## src/rtl/ipwd_pkg.sv

```systemverilog
// Shared types, constants and code table of the IR pulse-width command decoder.
`default_nettype none

package ipwd_pkg;

	localparam int unsigned NUM_CFG = 8;
	localparam int unsigned CFG_IDX_W = $clog2(NUM_CFG);

	// Configuration register indexes
	localparam logic [CFG_IDX_W-1:0] CFG_START_MIN = 3'd0;
	localparam logic [CFG_IDX_W-1:0] CFG_START_MAX = 3'd1;
	localparam logic [CFG_IDX_W-1:0] CFG_ONE_MIN   = 3'd2;
	localparam logic [CFG_IDX_W-1:0] CFG_ONE_MAX   = 3'd3;
	localparam logic [CFG_IDX_W-1:0] CFG_ZERO_MIN  = 3'd4;
	localparam logic [CFG_IDX_W-1:0] CFG_ZERO_MAX  = 3'd5;
	localparam logic [CFG_IDX_W-1:0] CFG_END_MIN   = 3'd6;
	localparam logic [CFG_IDX_W-1:0] CFG_REPEAT_MS = 3'd7;

	typedef logic [NUM_CFG-1:0][15:0] cfg_t;

	localparam cfg_t CFG_RESET = {
		16'd200, 16'd3000, 16'd1500, 16'd700,
		16'd2400, 16'd1600, 16'd10000, 16'd8000
	};

	// Command codes
	localparam logic [4:0] CMD_GROUP_OFF = 5'd0;
	localparam logic [4:0] CMD_GROUP_ON  = 5'd1;
	localparam logic [4:0] CMD_DIM       = 5'd4;
	localparam logic [4:0] CMD_LEVEL_UP  = 5'd5;
	localparam logic [4:0] CMD_ADDR_ONLY = 5'd16;
	localparam logic [4:0] CMD_UNKNOWN   = 5'd31;

	// Bit counts seen at the end pulse of a valid frame
	localparam logic [3:0] BC_HOUSE_FRAME = 4'd9;
	localparam logic [3:0] BC_UNIT_FRAME  = 4'd11;

	localparam int unsigned IPWD_UNIT_RESET_MS = 2000;
	localparam int unsigned IPWD_DEFAULT_HOUSE = 0;

	localparam logic [15:0][3:0] CODE_TABLE = {
		4'hC, 4'h4, 4'h8, 4'h0, 4'hB, 4'h3, 4'hF, 4'h7,
		4'hD, 4'h5, 4'h9, 4'h1, 4'hA, 4'h2, 4'hE, 4'h6
	};

	typedef struct packed {
		logic [3:0]  bit_count;
		logic [15:0] shift_buffer;
		logic [31:0] last_end_ms;
		logic [3:0]  house;
		logic [4:0]  unit;
		logic [4:0]  command;
	} dec_state_t;

	typedef struct packed {
		logic [3:0] house_index;
		logic [4:0] unit_number;
		logic [4:0] command_code;
		logic       is_repeat;
	} dec_result_t;

	// Inverse lookup of the code table
	function automatic logic [3:0] table_index(input logic [3:0] nib);
		logic [3:0] idx;
		idx = 4'd0;
		for (int i = 0; i < 16; i++) begin
			if (CODE_TABLE[i] == nib) begin
				idx = 4'(i);
			end
		end
		return idx;
	endfunction

endpackage

`default_nettype wire

```

## src/rtl/ir_pulse_width_command_decoder.sv

```systemverilog
// Top level of the IR pulse-width command decoder: handshakes, registers, state.
`default_nettype none

// Each input beat carries the width of one IR low pulse in microseconds and
// the millisecond timestamp of its rising edge. The beat is captured in an
// input register; once the output register can take a result, one pass of
// shallow decode logic updates the frame state (bit count, shift buffer,
// house, unit, command, last frame time) and, for unit/command frames and
// repeats with a broadcast command or a selected unit, loads a result beat
// into the output register. Throughput is one pulse per cycle while no
// result beat is stalled; m_tvalid rises when the decoded result is loaded
// into the output register. The only stall source is a result beat held by
// a low m_tready, which freezes the input register (and with it s_tready)
// until the output register drains. House frames, bit pulses and rejected
// frames produce no beat. Timing windows are written through the cfg port
// (index = register number, resets to the standard values) and must only change while no pulse is in flight.

module ir_pulse_width_command_decoder
	import ipwd_pkg::*;
#(
	parameter int unsigned UNIT_RESET_MS = IPWD_UNIT_RESET_MS,
	parameter int unsigned DEFAULT_HOUSE = IPWD_DEFAULT_HOUSE
) (
	input  wire                  clk,
	input  wire                  arst_n,
	// pulse input
	input  wire                  s_tvalid,
	output logic                 s_tready,
	input  wire [63:0]           s_tdata,  // low_width_us[31:0], now_ms[63:32]
	// decoded command output
	output logic                 m_tvalid,
	input  wire                  m_tready,
	output logic [15:0]          m_tdata,  // house_index[3:0], unit_number[8:4],
	                                       // command_code[13:9], zero[15:14]
	output logic                 m_tuser,  // is_repeat[0]
	// configuration writes
	input  wire                  cfg_valid,
	output logic                 cfg_ready,
	input  wire [CFG_IDX_W-1:0]  cfg_index,
	input  wire [15:0]           cfg_data
);

	cfg_t        cfg_q;
	dec_state_t  st_q, st_nxt;
	dec_result_t res, out_q;
	logic        res_valid;
	logic        out_valid_q;

	// input register
	logic        v_s1;
	logic [31:0] width_s1, now_s1;

	logic        advance;

	// decode the held beat once the output register can take a result
	assign advance  = v_s1 && (!out_valid_q || m_tready);
	assign s_tready = !v_s1 || advance;
	assign cfg_ready = 1'b1;

	always_ff @(posedge clk or negedge arst_n) begin
		if (!arst_n) begin
			cfg_q <= CFG_RESET;
		end else if (cfg_valid) begin
			cfg_q[cfg_index] <= cfg_data;
		end
	end

	always_ff @(posedge clk or negedge arst_n) begin
		if (!arst_n) begin
			v_s1 <= 1'b0;
		end else if (s_tready) begin
			v_s1 <= s_tvalid;
		end
	end

	always_ff @(posedge clk) begin
		if (s_tready && s_tvalid) begin
			width_s1 <= s_tdata[31:0];
			now_s1   <= s_tdata[63:32];
		end
	end

	ipwd_step #(
		.UNIT_RESET_MS(UNIT_RESET_MS),
		.DEFAULT_HOUSE(DEFAULT_HOUSE)
	) u_step (
		.cfg          (cfg_q),
		.st           (st_q),
		.low_width_us (width_s1),
		.now_ms       (now_s1),
		.st_nxt       (st_nxt),
		.res_valid    (res_valid),
		.res          (res)
	);

	// frame state: idle, empty buffer, no last frame, default house
	always_ff @(posedge clk or negedge arst_n) begin
		if (!arst_n) begin
			st_q.bit_count    <= 4'd0;
			st_q.shift_buffer <= 16'd0;
			st_q.last_end_ms  <= 32'd0;
			st_q.house        <= 4'(DEFAULT_HOUSE);
			st_q.unit         <= 5'd0;
			st_q.command      <= CMD_UNKNOWN;
		end else if (advance) begin
			st_q <= st_nxt;
		end
	end

	// output register
	always_ff @(posedge clk or negedge arst_n) begin
		if (!arst_n) begin
			out_valid_q <= 1'b0;
		end else if (advance) begin
			out_valid_q <= res_valid;
		end else if (m_tready) begin
			out_valid_q <= 1'b0;
		end
	end

	always_ff @(posedge clk) begin
		if (advance && res_valid) begin
			out_q <= res;
		end
	end

	assign m_tvalid = out_valid_q;
	assign m_tdata  = {2'b00, out_q.command_code, out_q.unit_number, out_q.house_index};
	assign m_tuser  = out_q.is_repeat;

	// state only moves on a decoded beat
	a_state_hold: assert property (@(posedge clk) disable iff (!arst_n)
		!advance |=> $stable(st_q))
		else $error("decoder state changed without a decoded beat");

	// a stalled result blocks decoding
	a_stall_blocks: assert property (@(posedge clk) disable iff (!arst_n)
		(m_tvalid && !m_tready) |-> !advance)
		else $error("decode while result beat is stalled");

	// empty input register always takes a beat
	a_ready_empty: assert property (@(posedge clk) disable iff (!arst_n)
		!v_s1 |-> s_tready)
		else $error("input not ready with empty input register");

	// bit count stays within one overlong step of a unit frame
	a_bit_count: assert property (@(posedge clk) disable iff (!arst_n)
		st_q.bit_count <= BC_UNIT_FRAME + 4'd1)
		else $error("bit count out of range");

	// the unknown-command marker is never sent
	a_no_unknown: assert property (@(posedge clk) disable iff (!arst_n)
		m_tvalid |-> (out_q.command_code != CMD_UNKNOWN))
		else $error("unknown command marker emitted");

endmodule

`default_nettype wire

```

## src/rtl/ipwd_step.sv

```systemverilog
// Per-pulse decode: next decoder state and optional result for one pulse.
`default_nettype none

module ipwd_step
	import ipwd_pkg::*;
#(
	parameter int unsigned UNIT_RESET_MS = IPWD_UNIT_RESET_MS,
	parameter int unsigned DEFAULT_HOUSE = IPWD_DEFAULT_HOUSE
) (
	input  var cfg_t        cfg,
	input  var dec_state_t  st,
	input  wire [31:0]      low_width_us,
	input  wire [31:0]      now_ms,
	output var dec_state_t  st_nxt,
	output logic            res_valid,
	output var dec_result_t res
);

	logic        is_start, is_one, is_zero, is_end;
	logic        have_last, timeout, repeat_hit;
	logic [31:0] elapsed;
	logic        cmp4_ok, cmp5_ok;
	logic        try_emit, rep;
	logic [3:0]  bit_pos;
	logic [3:0]  nib;

	always_comb begin
		is_start = (low_width_us >= 32'(cfg[CFG_START_MIN]))
			&& (low_width_us <= 32'(cfg[CFG_START_MAX]));
		is_one   = (low_width_us >= 32'(cfg[CFG_ONE_MIN]))
			&& (low_width_us <= 32'(cfg[CFG_ONE_MAX]));
		is_zero  = (low_width_us >= 32'(cfg[CFG_ZERO_MIN]))
			&& (low_width_us <= 32'(cfg[CFG_ZERO_MAX]));
		is_end   = low_width_us > 32'(cfg[CFG_END_MIN]);

		have_last  = st.last_end_ms != 32'd0;
		elapsed    = now_ms - st.last_end_ms;
		timeout    = have_last
			&& ((elapsed > 32'(UNIT_RESET_MS)) || (st.last_end_ms > now_ms));
		repeat_hit = have_last && (now_ms > st.last_end_ms)
			&& (elapsed < 32'(cfg[CFG_REPEAT_MS]));

		// data bits against their complements
		cmp5_ok = 1'b1;
		for (int i = 0; i < 5; i++) begin
			if (st.shift_buffer[15-i] == st.shift_buffer[10-i]) begin
				cmp5_ok = 1'b0;
			end
		end
		cmp4_ok = 1'b1;
		for (int i = 0; i < 4; i++) begin
			if (st.shift_buffer[15-i] == st.shift_buffer[11-i]) begin
				cmp4_ok = 1'b0;
			end
		end

		bit_pos = 4'(5'd16 - 5'(st.bit_count));
		nib     = st.shift_buffer[15:12];

		st_nxt   = st;
		try_emit = 1'b0;
		rep      = 1'b0;

		if (is_start) begin
			if (timeout) begin
				st_nxt.house = 4'(DEFAULT_HOUSE);
				st_nxt.unit  = 5'd0;
			end
			if (repeat_hit) begin
				st_nxt.last_end_ms = now_ms;
				try_emit = 1'b1;
				rep      = 1'b1;
			end else begin
				st_nxt.last_end_ms  = 32'd0;
				st_nxt.shift_buffer = 16'd0;
				st_nxt.bit_count    = 4'd1;
			end
		end else if (st.bit_count == 4'd0) begin
			// idle: stray pulse ignored
		end else if (st.bit_count > BC_UNIT_FRAME) begin
			st_nxt.bit_count = 4'd0;
		end else if (is_one) begin
			st_nxt.shift_buffer[bit_pos] = 1'b1;
			st_nxt.bit_count = st.bit_count + 4'd1;
		end else if (is_zero) begin
			st_nxt.bit_count = st.bit_count + 4'd1;
		end else begin
			st_nxt.bit_count = 4'd0;
			if (is_end) begin
				if (st.bit_count == BC_UNIT_FRAME && cmp5_ok) begin
					st_nxt.last_end_ms = now_ms;
					try_emit = 1'b1;
					if (st.shift_buffer[11]) begin
						st_nxt.unit    = {1'b0, table_index(nib)} + 5'd1;
						st_nxt.command = CMD_ADDR_ONLY;
					end else begin
						st_nxt.command = {1'b0, nib};
					end
				end else if (st.bit_count == BC_HOUSE_FRAME && cmp4_ok) begin
					st_nxt.last_end_ms = now_ms;
					st_nxt.house   = table_index(nib);
					st_nxt.unit    = 5'd0;
					st_nxt.command = CMD_UNKNOWN;
				end
			end
		end

		res.house_index  = st_nxt.house;
		res.command_code = st_nxt.command;
		res.is_repeat    = rep;
		res.unit_number  = st_nxt.unit;
		res_valid        = 1'b0;
		if (st_nxt.command inside {CMD_GROUP_OFF, CMD_GROUP_ON, CMD_DIM, CMD_LEVEL_UP}) begin
			res.unit_number = 5'd0;
			res_valid       = try_emit;
		end else if (st_nxt.unit != 5'd0) begin
			res_valid = try_emit;
		end
	end

endmodule

`default_nettype wire

```

## config.mk

```make
export PLATFORM = sky130hd
export DESIGN_NAME = ir_pulse_width_command_decoder
export DESIGN_NICKNAME = d
export VERILOG_FILES = /design/src/rtl/ipwd_pkg.sv /design/src/rtl/ir_pulse_width_command_decoder.sv /design/src/rtl/ipwd_step.sv
export SDC_FILE = /design/constraint.sdc
export NUM_CORES = 1
export LEC_CHECK = 0
export ABC_AREA = 0
export BUFFER_PORTS_ARGS = -buffer_cell sky130_fd_sc_hd__buf_2
export CORE_ASPECT_RATIO = 1.75
export CORE_UTILIZATION = 60
export CTS_CLUSTER_SIZE = 8
export DETAILED_ROUTE_END_ITERATION = 6
export GPL_ROUTABILITY_DRIVEN = 0
export GPL_TIMING_DRIVEN = 0
export PLACE_DENSITY = 0.9
export SETUP_SLACK_MARGIN = 0.15
export SLEW_MARGIN = 20
export SYNTH_ARGS = -nofsm -noshare
export SYNTH_HDL_FRONTEND = slang
export SYNTH_SLANG_ARGS = --single-unit
export TNS_END_PERCENT = 1
```

## constraint.sdc

```tcl
create_clock -name clk -period 6.7 [get_ports clk]
set_input_delay 0.335 -clock clk [delete_from_list [all_inputs] [get_ports clk]]
set_output_delay 0.335 -clock clk [all_outputs]
set_load 0.02 [all_outputs]
```

==> results.md <==
* Status: finished clean
* Mean area per synthesized cell at a little over 10 µm²
* Static Leakage at 8.22 nW
* Worst max-slew margin expressed relative to the limit at 0.382
* Ys Warns at 0
* Setup TNS at 0 ns
* Wire per inst at 20.1 µm
* Worst slew pin tran at around 0.9 ns
* Number of enable-type register cells in the synthesized netlist at 79
* Path class of the lowest-slack min-delay path: in2reg
* Element type at the critical path start: flop
* Cell area after placement at 16,800 µm²
* Die extent in x at 125 µm
* Number of endpoints failing setup at the final stage at 0
* Total wire length at between 40 and 50 mm
* Clock Tree Buf Depth at 3
* Worst-Skew Late Latency at 0.54 ns
* Most frequent cells after synthesis: 180 x sky130_fd_sc_hd__inv_1, 165 x sky130_fd_sc_hd__ha_1, 144 x sky130_fd_sc_hd__dfrtp_1
* Final Core Density at 0.718
* Dominant delay contributor by cell family on the critical path: simple AND/OR/NAND/NOR gates
* Number of distinct library cells after synthesis at 92
* DRT iter0 DRCs at 885
* ANT cells at 0
* Ports placed on the boundary at 108
* Timing-limited maximum frequency at 196 MHz
* Unrepaired setup endpoints after global routing: false
* Resized cells post-CTS at 0
* Post-CTS repair timing setup buffer count at 0
* Largest cells by area after synthesis: sky130_fd_sc_hd__dfrtp_1 23%, sky130_fd_sc_hd__edfxtp_1 15%, sky130_fd_sc_hd__ha_1 13%
* Number of nets with antenna violations after routing at 0
* Worst reg2reg endpoint: m_tdata[9]$_DFFE_PP_
* Pwr Density at 268 nW/µm²
* Seq/Total Area, Yosys at 0.454
* Arrival time at the worst endpoint at about 5.3 ns
* Via Count at 13,168
* Core outline area at between 20,000 and 30,000 µm²
* Worst r2r src: width_s1[15]$_DFFE_PP_
* Placed wire-length estimate at 29.1 mm
* DRC violations left at 0
* Cell type of the slowest stage on the worst timing path: sky130_fd_sc_hd__or4_1
* Reg2reg setup slack at 1.59 ns
* CP Buf/Inv Count at 0
* Max-Cap Viols at 0
* Leading area contributor after synthesis: sky130_fd_sc_hd__dfrtp_1
* Sinks on Clock Net at approximately 270
* Required arrival time at the worst endpoint at 6.85 ns
* Hold Vio Cnt, Final at 0
* Length of the first detailed-routing pass in iterations at 6
* Worst slack at placement at 1.38 ns
* Number of global-route vias before repair at 14,213
* TritonCTS clock tree: done
* Ys flop type: sky130_fd_sc_hd__dfrtp_1
* Synth-to-Final Area Change at 17.4%
* Critical setup path kind: reg2reg
* Row Count at 78
* Number of filler instances in the final layout at ~1,700
* Deepest level of the CTS H-tree at 2
* First-pass GRT wire length at 68.8 mm
* Number of buffers created by CTS at 39
* Number of nets in the final layout at around 2,000
* Total count of max-transition violations in the final report at 0
* Average via count per standard cell at 6.29
* Setup WS post-layout at 1.59 ns
* Nature of the critical path endpoint: flop
* Worst hold endpoint: v_s1$_DFFE_PN0N_
* Critical hold path startpoint: s_tvalid
* DIE AREA at about 27,000 µm²
* Buffers added on ports at 100
* Post-Layout Cell Count at 2,094
* Number of stages on the worst hold path at 2
* Hold-fix buffers, CTS at 65
* Clock transition at the registers of the reported paths at 0.05 ns
* Largest driver fanout on the critical path at 15
* Slowest stage delay, CP at around 0.72 ns
* Post-Synthesis Cell Area at between 15,000 and 20,000 µm²
* Die Height at 217 µm
* Cells along the critical path: ha_1 > nand4_1 > or4_1 > a21o_1 > a31oi_1 > o2bb2ai_1 > nor3b_4 > nand2_1 > a2bb2oi_1 > o311ai_1 > nor3b_2 > nor2_2
* Layout cells sized above 1 at 0.178
* FF+latch count, synth at about 270
* Dominant cell by count in the synthesized netlist: sky130_fd_sc_hd__inv_1
* Area fraction of the dominant cell type after synthesis at 0.228
* Gate count of the mapped netlist at 1,536
* Initial core utilization at 0.612
* Power after layout at ~5.0 mW
* Proportion of register bits with asynchronous set or reset after synthesis at 0.706
* Global route overflow at 0
* Hold_ws at approximately 0.031 ns
* Final standard cell area without fillers at 18,600 µm²
* Cells on worst reg2reg path at 12
* Initial antenna violation count at 0
* Pin count of the biggest net entering global routing at 97
* Clock root buffer master: sky130_fd_sc_hd__clkbuf_16
* Overall fraction of global-route tracks in use at 0.322
* Worst-case clock skew at 0.0222 ns
* Placed Cells incl. Taps at around 2,000
* Largest voltage drop on the vdd net at ~260 µV
* Final period utilization at 0.762
* Shortest clock period the worst path allows after layout at about 5.1 ns
[cell families after synthesis]
logic type	Yosys count	share of synthesized area
compound gates	382	0.160
simple gates	373	0.123
flops	269	0.454
buf+inv	236	0.0597
fa+ha+maj	166	0.132
mux	75	0.0530
xor+xnor	33	0.0183
other cells	2	0.000475
[power by group]
part | switching [mW] | internal [mW]
clock network | 0.714 | 1.11
logic | 0.629 | 0.471
registers | 0.113 | 1.95
total | 1.46 | 3.53
[routing by layer]
metal / wire [µm] / GRT usage / vias up / share of wire
li1: - / - / 5932 / -
met2: 21800 / 0.579 / 644 / 0.52
met1: 14100 / 0.318 / 6326 / 0.34
met5: 0 / 0.00184 / - / 0
met4: 3770 / 0.271 / 0 / 0.090
met3: 2440 / 0.0597 / 266 / 0.058
[state kept, by name, indices dropped and copies added (netlist names)]
| register | count |
|---|---|
| now_s1 | 32 |
| st_q | 60 |
| v_s1 | 1 |
| m_tvalid | 1 |
| m_tdata | 14 |
| m_tuser | 1 |
| width_s1 | 32 |
| cfg_q | 128 |
[placed cells by master, fill, tap and decap left out, types with 15 or more instances in the layout]
| master | Yosys | layout |
|---|---|---|
| sky130_fd_sc_hd__nor2_1 | 57 | 56 |
| sky130_fd_sc_hd__clkbuf_16 | 0 | 40 |
| sky130_fd_sc_hd__nor3_1 | 19 | 19 |
| sky130_fd_sc_hd__ha_1 | 165 | 165 |
| sky130_fd_sc_hd__a21oi_1 | 87 | 87 |
| sky130_fd_sc_hd__a21o_1 | 27 | 27 |
| sky130_fd_sc_hd__nor4_1 | 21 | 21 |
| sky130_fd_sc_hd__dlygate4sd3_1 | 0 | 65 |
| sky130_fd_sc_hd__xnor2_1 | 15 | 15 |
| sky130_fd_sc_hd__edfxtp_1 | 79 | 79 |
| sky130_fd_sc_hd__buf_2 | 2 | 101 |
| sky130_fd_sc_hd__xor2_1 | 18 | 18 |
| sky130_fd_sc_hd__mux2_2 | 69 | 69 |
| sky130_fd_sc_hd__nand3_1 | 18 | 18 |
| sky130_fd_sc_hd__nand2_1 | 141 | 141 |
| sky130_fd_sc_hd__dfstp_2 | 46 | 46 |
| sky130_fd_sc_hd__o21ai_0 | 111 | 111 |
| sky130_fd_sc_hd__a22o_1 | 42 | 42 |
| sky130_fd_sc_hd__nand4_1 | 32 | 32 |
| sky130_fd_sc_hd__clkbuf_1 | 40 | 67 |
| sky130_fd_sc_hd__dfrtp_1 | 144 | 144 |
| sky130_fd_sc_hd__inv_1 | 180 | 180 |
[worst reg2reg max path, delay by kind of cell, from the launching register on]
family | cells | cell delay, ns
AO/OA/AOI/OAI | 5 | 1.39
adder cells (fa/ha/maj) | 1 | 0.40
flip-flops | 1 | 0.55
AND/OR/NAND/NOR | 6 | 2.38
[how the worst max path moves through the flow]
stage,end,slack [ns],cells after the start,startpoint
CTS,m_tdata[1]$_DFFE_PP_,1.36,12,width_s1[15]$_DFFE_PP_
global route,m_tdata[3]$_DFFE_PP_,1.43,12,width_s1[15]$_DFFE_PP_
detailed placement,m_tdata[1]$_DFFE_PP_,1.38,12,width_s1[15]$_DFFE_PP_
global placement,m_tdata[3]$_DFFE_PP_,1.47,12,width_s1[15]$_DFFE_PP_
floorplan,m_tdata[0]$_DFFE_PP_,2.40,15,now_s1[0]$_DFFE_PP_
finish,m_tdata[9]$_DFFE_PP_,1.59,12,width_s1[15]$_DFFE_PP_
[final cells by class]
cell class | count | area (µm²) | area share
Buffer | 55 | 265 | 0.0143
Timing Repair Buffer | 167 | 1210 | 0.0651
Clock buffer | 67 | 1100 | 0.0594
Multi-Input combinational cell | 1032 | 7690 | 0.414
Clock inverter | 3 | 30.0 | 0.00162
Sequential cell | 269 | 7180 | 0.387
Inverter | 181 | 679 | 0.0366
Tap cell | 320 | 400 | 0.0216
Note: power is estimated with default switching activity, not from simulation.
